### config.mk
export PLATFORM = sky130hd
export DESIGN_NAME = gic_front
export DESIGN_NICKNAME = d
export VERILOG_FILES = /design/src/rtl/gic_pkg.sv /design/src/rtl/gic_front.sv
export SDC_FILE = /design/constraint.sdc
export NUM_CORES = 1
export LEC_CHECK = 0
export BUFFER_PORTS_ARGS = -buffer_cell sky130_fd_sc_hd__clkbuf_2
export CAP_MARGIN = 0
export CORE_MARGIN = 2
export CORE_UTILIZATION = 30
export CTS_CLUSTER_SIZE = 24
export DETAILED_ROUTE_END_ITERATION = 10
export PLACE_DENSITY = 0.58
export SLEW_MARGIN = 20
export SYNTH_ARGS = -nofsm -noshare
export SYNTH_HDL_FRONTEND = slang
export SYNTH_SLANG_ARGS = --single-unit
### constraint.sdc
create_clock -name clk -period 7.64 [get_ports clk]
set_clock_uncertainty 0.05 [all_clocks]
set_input_delay 0.382 -clock clk [delete_from_list [all_inputs] [get_ports clk]]
set_output_delay 0.382 -clock clk [all_outputs]
set_load 0.1 [all_outputs]
### src/rtl/gic_pkg.sv
// gic_pkg: shared types, sizes and codes for the geofence intrusion check
// used by every module of the block but gic_ram; depends on nothing
package gic_pkg;

  localparam int CW        = 24;              // coordinate bits
  localparam int DW        = CW + 1;          // coordinate difference bits
  localparam int PW        = 2 * DW;          // edge product bits
  localparam int MAX_V     = 16;              // vertex store depth
  localparam int MAX_S     = 8;               // stub store depth
  localparam int VA_W      = $clog2(MAX_V);
  localparam int SA_W      = $clog2(MAX_S);
  localparam int CNT_W     = $clog2(MAX_V + 1);
  localparam int IDX_W     = 4;
  localparam int CC_W      = 5;
  localparam int VC_W      = 5;
  localparam int ADW       = 16;              // alarm distance bits
  localparam int LIM_W     = 2 * ADW;
  localparam int SQ_W      = 2 * ADW + 1;
  localparam int CFG_W     = 16;
  localparam int CFG_IDX_W = 2;
  localparam int DRAIN_CYC = 4;
  localparam int QD        = 2;
  localparam int QA_W      = 1;
  localparam int QC_W      = 2;

  localparam logic [1:0] OP_VWR = 2'd0;
  localparam logic [1:0] OP_SWR = 2'd1;
  localparam logic [1:0] OP_QRY = 2'd2;

  localparam logic [CFG_IDX_W-1:0] CFG_AD = 2'd0;
  localparam logic [CFG_IDX_W-1:0] CFG_EN = 2'd1;
  localparam logic [CFG_IDX_W-1:0] CFG_VC = 2'd2;

  localparam logic [VC_W-1:0] VC_RESET = 5'd2;

  typedef enum logic [1:0] {K_NOP, K_VWR, K_SWR, K_QRY} kind_t;
  typedef enum logic [1:0] {S_IDLE, S_WALK, S_DRAIN} state_t;

  typedef struct packed {
    logic [1:0]             opcode;
    logic [IDX_W-1:0]       entry_index;
    logic                   entry_valid;
    logic signed [CW-1:0]   coord_x;
    logic signed [CW-1:0]   coord_y;
  } in_word_t;

  typedef struct packed {
    logic                   invader;
    logic                   near_stub;
    logic                   in_polygon;
    logic [CC_W-1:0]        crossing_count;
  } out_word_t;

  typedef struct packed {
    kind_t                  kind;
    logic [IDX_W-1:0]       idx;
    logic                   ok;
    logic signed [CW-1:0]   x;
    logic signed [CW-1:0]   y;
  } entry_t;

endpackage

### src/rtl/gic_front.sv
// gic_front: accepts words, classifies them and queues them for the back end
// depends on gic_pkg
module gic_front (
  input  logic              clk,
  input  logic              rst_n,
  input  logic              start,
  input  gic_pkg::in_word_t in_word,
  output logic              busy,
  output logic              q_empty,
  output gic_pkg::entry_t   q_head,
  input  logic              q_pop
);

  gic_pkg::entry_t            q_mem_r [gic_pkg::QD];
  logic [gic_pkg::QA_W-1:0]   wr_ptr_r, rd_ptr_r;
  logic [gic_pkg::QC_W-1:0]   cnt_r, cnt_nxt;
  logic                       accept;
  gic_pkg::entry_t            ent;

  // out-of-range writes become no-ops here
  always_comb begin
    ent.idx  = in_word.entry_index;
    ent.ok   = in_word.entry_valid;
    ent.x    = in_word.coord_x;
    ent.y    = in_word.coord_y;
    case (in_word.opcode)
      gic_pkg::OP_VWR:
        ent.kind = (int'(in_word.entry_index) < gic_pkg::MAX_V) ? gic_pkg::K_VWR
                                                                : gic_pkg::K_NOP;
      gic_pkg::OP_SWR:
        ent.kind = (int'(in_word.entry_index) < gic_pkg::MAX_S) ? gic_pkg::K_SWR
                                                                : gic_pkg::K_NOP;
      gic_pkg::OP_QRY: ent.kind = gic_pkg::K_QRY;
      default:         ent.kind = gic_pkg::K_NOP;
    endcase
  end

  assign busy    = (cnt_r == gic_pkg::QC_W'(gic_pkg::QD));
  assign accept  = start && !busy;
  assign q_empty = (cnt_r == '0);
  assign q_head  = q_mem_r[rd_ptr_r];

  always_comb begin
    cnt_nxt = cnt_r;
    if (accept && !q_pop) begin
      cnt_nxt = cnt_r + 1'b1;
    end else if (!accept && q_pop) begin
      cnt_nxt = cnt_r - 1'b1;
    end
  end

  always_ff @(posedge clk) begin
    if (!rst_n) begin
      wr_ptr_r <= '0;
      rd_ptr_r <= '0;
      cnt_r    <= '0;
    end else begin
      cnt_r <= cnt_nxt;
      if (accept) begin
        wr_ptr_r <= wr_ptr_r + 1'b1;
      end
      if (q_pop) begin
        rd_ptr_r <= rd_ptr_r + 1'b1;
      end
    end
  end

  always_ff @(posedge clk) begin
    if (accept) begin
      q_mem_r[wr_ptr_r] <= ent;
    end
  end

endmodule

== After elaboration in Yosys (flattened, before gate mapping) ==
Memories as Yosys holds them, arrays and structs flattened. A register that Yosys moved wholly into a read port is not among the register bits.
Cells that the tools add are included.
Operators by class
  reductions and logical operators: 9
  order comparisons: 1
  eq/ne operators: 3
  multiplexer cells: 8
  $add $sub $neg: 4
Operators by type and width (count)
  $mux 2: 3
  $pmux 2 s3: 1
  $eq 2x2->1 const B: 2
  $logic_not 2->1: 2
  $lt 4x4->1 const B: 1
  $mux 1: 4
  $logic_and 1x1->1: 3
  $logic_not 1->1: 3
  $add 1x1->1 const B: 2
  $add 2x1->2 const B: 1
  $eq 2x1->1 const B: 1
  $reduce_bool 2->1: 1
  $sub 2x1->2 const B: 1
Storage, ports and cells
  memory bits (writable): 110
  logic and storage cells: 29
  memories kept: 1
  flip-flop bits (word level): 4
  bits of input ports: 59
  output and inout port bits: 57
Memory list
  q_mem_r: words 2, bits a word 55, rd ports 1, clocked after Yosys merged registers in 1, write ports 1, line gic_front.sv:14  | gic_pkg::entry_t q_mem_r [gic_pkg::QD];

== Longest topological paths before layout ==
  depth in word-level cells: 7
  gate-level depth with buffers: 7
  gate-level depth less buffers: 7

== Least setup slack after synthesis ==
OpenSTA, ideal clock, no wires.
  path type: register to register
  from: register cnt_r[0] in the netlist's numbering
  to: memory q_mem_r[0][0] in the netlist's numbering (enable)
  path slack: 4.183 ns
  setup time: 0.460 ns
  data required time: 7.130 ns
  stages on the path, launching flop included: 4
  clock period less this slack: 3.457 ns
  path buffers: 0
  arrival time: 2.948 ns
  cell sequence: dfxtp_1 -> nand2b_1 -> inv_2 -> nor3_2
Between the ends
  word-level cells in the longest chain between the ends: 5
RTL lines
  start, declared: line gic_front.sv:16  | logic [gic_pkg::QC_W-1:0] cnt_r, cnt_nxt;
  start signal, assigned: line gic_front.sv:58  | cnt_r <= cnt_nxt;
  $eq 2x2->1: line gic_front.sv:38  | assign busy = (cnt_r == gic_pkg::QC_W'(gic_pkg::QD));
  named net busy: line gic_front.sv:8  | output logic busy,
  $logic_not 1->1: line gic_front.sv:39  | assign accept = start && !busy;
  $logic_and 1x1->1: line gic_front.sv:39
  $mux 1: line gic_front.sv:69  | if (accept) begin
  $mux 1 (implied by the code): line gic_front.sv:70  | q_mem_r[wr_ptr_r] <= ent;
  end, declared: line gic_front.sv:14
The timed path passes the listed nets, and every way through them passes these cells.

==> flow_summary.toml <==
[run_status]
status = "finished clean"

[routing]
drt-pass1-iter-count = 4
drc_errors = 0
drt-initial-drc-count = 121
wl_um = 7330
vias_per_cell = 4.24
top_layer_used = "met4"
wl_met2_um = 3610
wl_met3_um = 544
drt-met1-wl_um = 3030
wl_per_cell_um = 14.0
ant_nets = 0
vias = 2221

[clocking]
holdBufCountCts = 0
clk_latency_ns = 0.41
cts_buffer_depth = 2
cts_buffers = 17
cts_root_buf = "clkbuf_16"
cts_tree = "done"
postCtsSetupBuffers = 0
cts.sinks = 115
ctsResizeCount = 0
clk_pin_slew_ns = 0.05
ctsHtreeMaxLevel = 4

[floorplanning]
start_util_pct = 30.6
die_area_um2 = 15100
die_height_um = 123
fp-row-count = 43
io_pins = 116
fp.dieW_um = 123
core_um2 = 13800

[placed_design]
dp.cells = 492
portBuffers = 115
place_area_um2 = 5010
gp_congestion = 0.613
place_ws_ns = 5.45
dp_hpwl_um = 4750

[hold_path]
min_from = "in_word[43]"
hold_depth = 1
min_path_type = "primary input to flop"
hold_end = "q_mem_r[1][43]"

[grt]
antenna_found_initial = 0
grt_pass1_vias = 2315
track_usage_pct = 10.3
grt_max_degree = 56
grt_pass1_wl_um = 11200
grt_overflow = 0

[worst_setup_path]
cp_max_fo = 55
cp-start-kind = "flop"
cpMaxStageDelayCell = "buf_4"
cp-end-kind = "output port"
crit_arrival_ns = 2.14
path_cells = "buf_4 -> mux2_2 -> clkbuf_2"
crit_required_ns = 7.21
path_class = "flop to output port"
r2r-start = "cnt_r[0]"
rr_endpoint = "q_mem_r[1][15]"
ff2ff_setup_slack_ns = 5.52
cpPeakStageDelay_ns = 0.58
reg2reg_depth = 3

[final_layout]
utilization_pct = 39.8
fin_cells = 524
final_common_cell = "clkbuf_2"
final_area_um2 = 5500
n_antenna_cell = 0
layout_common_cells = "clkbuf_2, edfxtp_1, mux2_2"
synthToLayoutAreaGrowth_pct = 29.8
drive_gt1_share_pct = 58.1
nNetsFinal = 391

[timing]
timing.setup.tns_ns = 0
min_period_ns = 2.57
finalHoldViolations = 0
worst_slack_ns = 5.07
worst_slew_pin_slew_ns = 0.748
fmax_ghz = 0.389
rsz0062_at_grt = "false"
slew-limit-headroom_pct = 50.2
period_share_pct = 33.6
hold_ws_ns = 0.117
finalSetupViolCount = 0
slew_viol_final = 0

[logic_synthesis]
ys_seq_area_share_pct = 80.4
synth_edf_count = 110
synth_area_um2 = 4240
syn_area_per_cell_um2 = 21.3
ys.warnings.count = 0
synth_cell_type_count = 22
synth-seq-cells = 115
syn_nets = 259
synth_async_sr_flop_share_pct = 0
synth_ff_type = "edfxtp_1"
syn_inst = 199

[power]
p_per_area_nw_per_um2 = 355
ir_drop_v = 0.000199
total_power_mw = 1.95
power.leakage_nw = 2.10

[run]
maxCapViolations = 0
==> final cells by class <==
cell class                      count  area (µm²)
Fill cell                        1295        8330
Timing Repair Buffer              119         606
Sequential cell                   115        3400
Multi-Input combinational cell     74         761
Tap cell                          180         225
Clock inverter                      9        40.0
Clock buffer                       23         448
Inverter                            4        15.0
==> critical path, delay by kind of cell (launching register included) <==
family / cells / cell delay (ns)
mux: 1 / 0.42
flops: 1 / 0.31
buf+inv: 2 / 0.95
==> kinds of logic after synthesis <==
kind of cell	synth area share, %
XOR/XNOR	0.620
AND/OR/NAND/NOR	1.42
flip-flops	80.4
AO/OA/AOI/OAI	0.827
buffers and inverters	1.86
multiplexers	14.6
adder cells (fa/ha/maj)	0.295
==> sequential cells by signal (all words and copies together) (netlist names), named ones only <==
register / cells
rd_ptr_r: 1
cnt_r: 2
q_mem_r: 110
wr_ptr_r: 1
==> layer usage <==
layer / vias to the layer above / track usage, %
li1: 1050 / -
met1: 1083 / 11.2
met2: 76 / 16.4
met3: 12 / 5.16
met4: 0 / 5.82
met5: - / 0
==> worst max path at each step <==
stage,start,to,cells past startpoint
floorplan,cnt_r[0],q_mem_r[0][0],3
global placement,flop,q_head[26],3
detailed placement,flop,q_head[3],3
CTS,flop,q_head[3],3
global route,flop,q_head[26],3
finish,flop,q_head[26],3
==> report_power, final <==
group | switching, mW | leakage (nW) | internal (mW)
registers | 0.0144 | 1.07 | 0.766
logic | 0.433 | 0.789 | 0.0917
clock network | 0.244 | 0.242 | 0.404
==> synthesized netlist by cell type, types with 2 or more instances <==
| master | n | area, µm² |
|---|---|---|
| buf_6 | 5 | 56.3 |
| dfxtp_1 | 5 | 100 |
| mux2_2 | 55 | 619 |
| and2_1 | 3 | 18.8 |
| xor2_1 | 2 | 17.5 |
| nor2_1 | 2 | 7.51 |
| edfxtp_1 | 110 | 3300 |
| inv_1 | 3 | 11.3 |
Power figures use the tool's default switching activity.
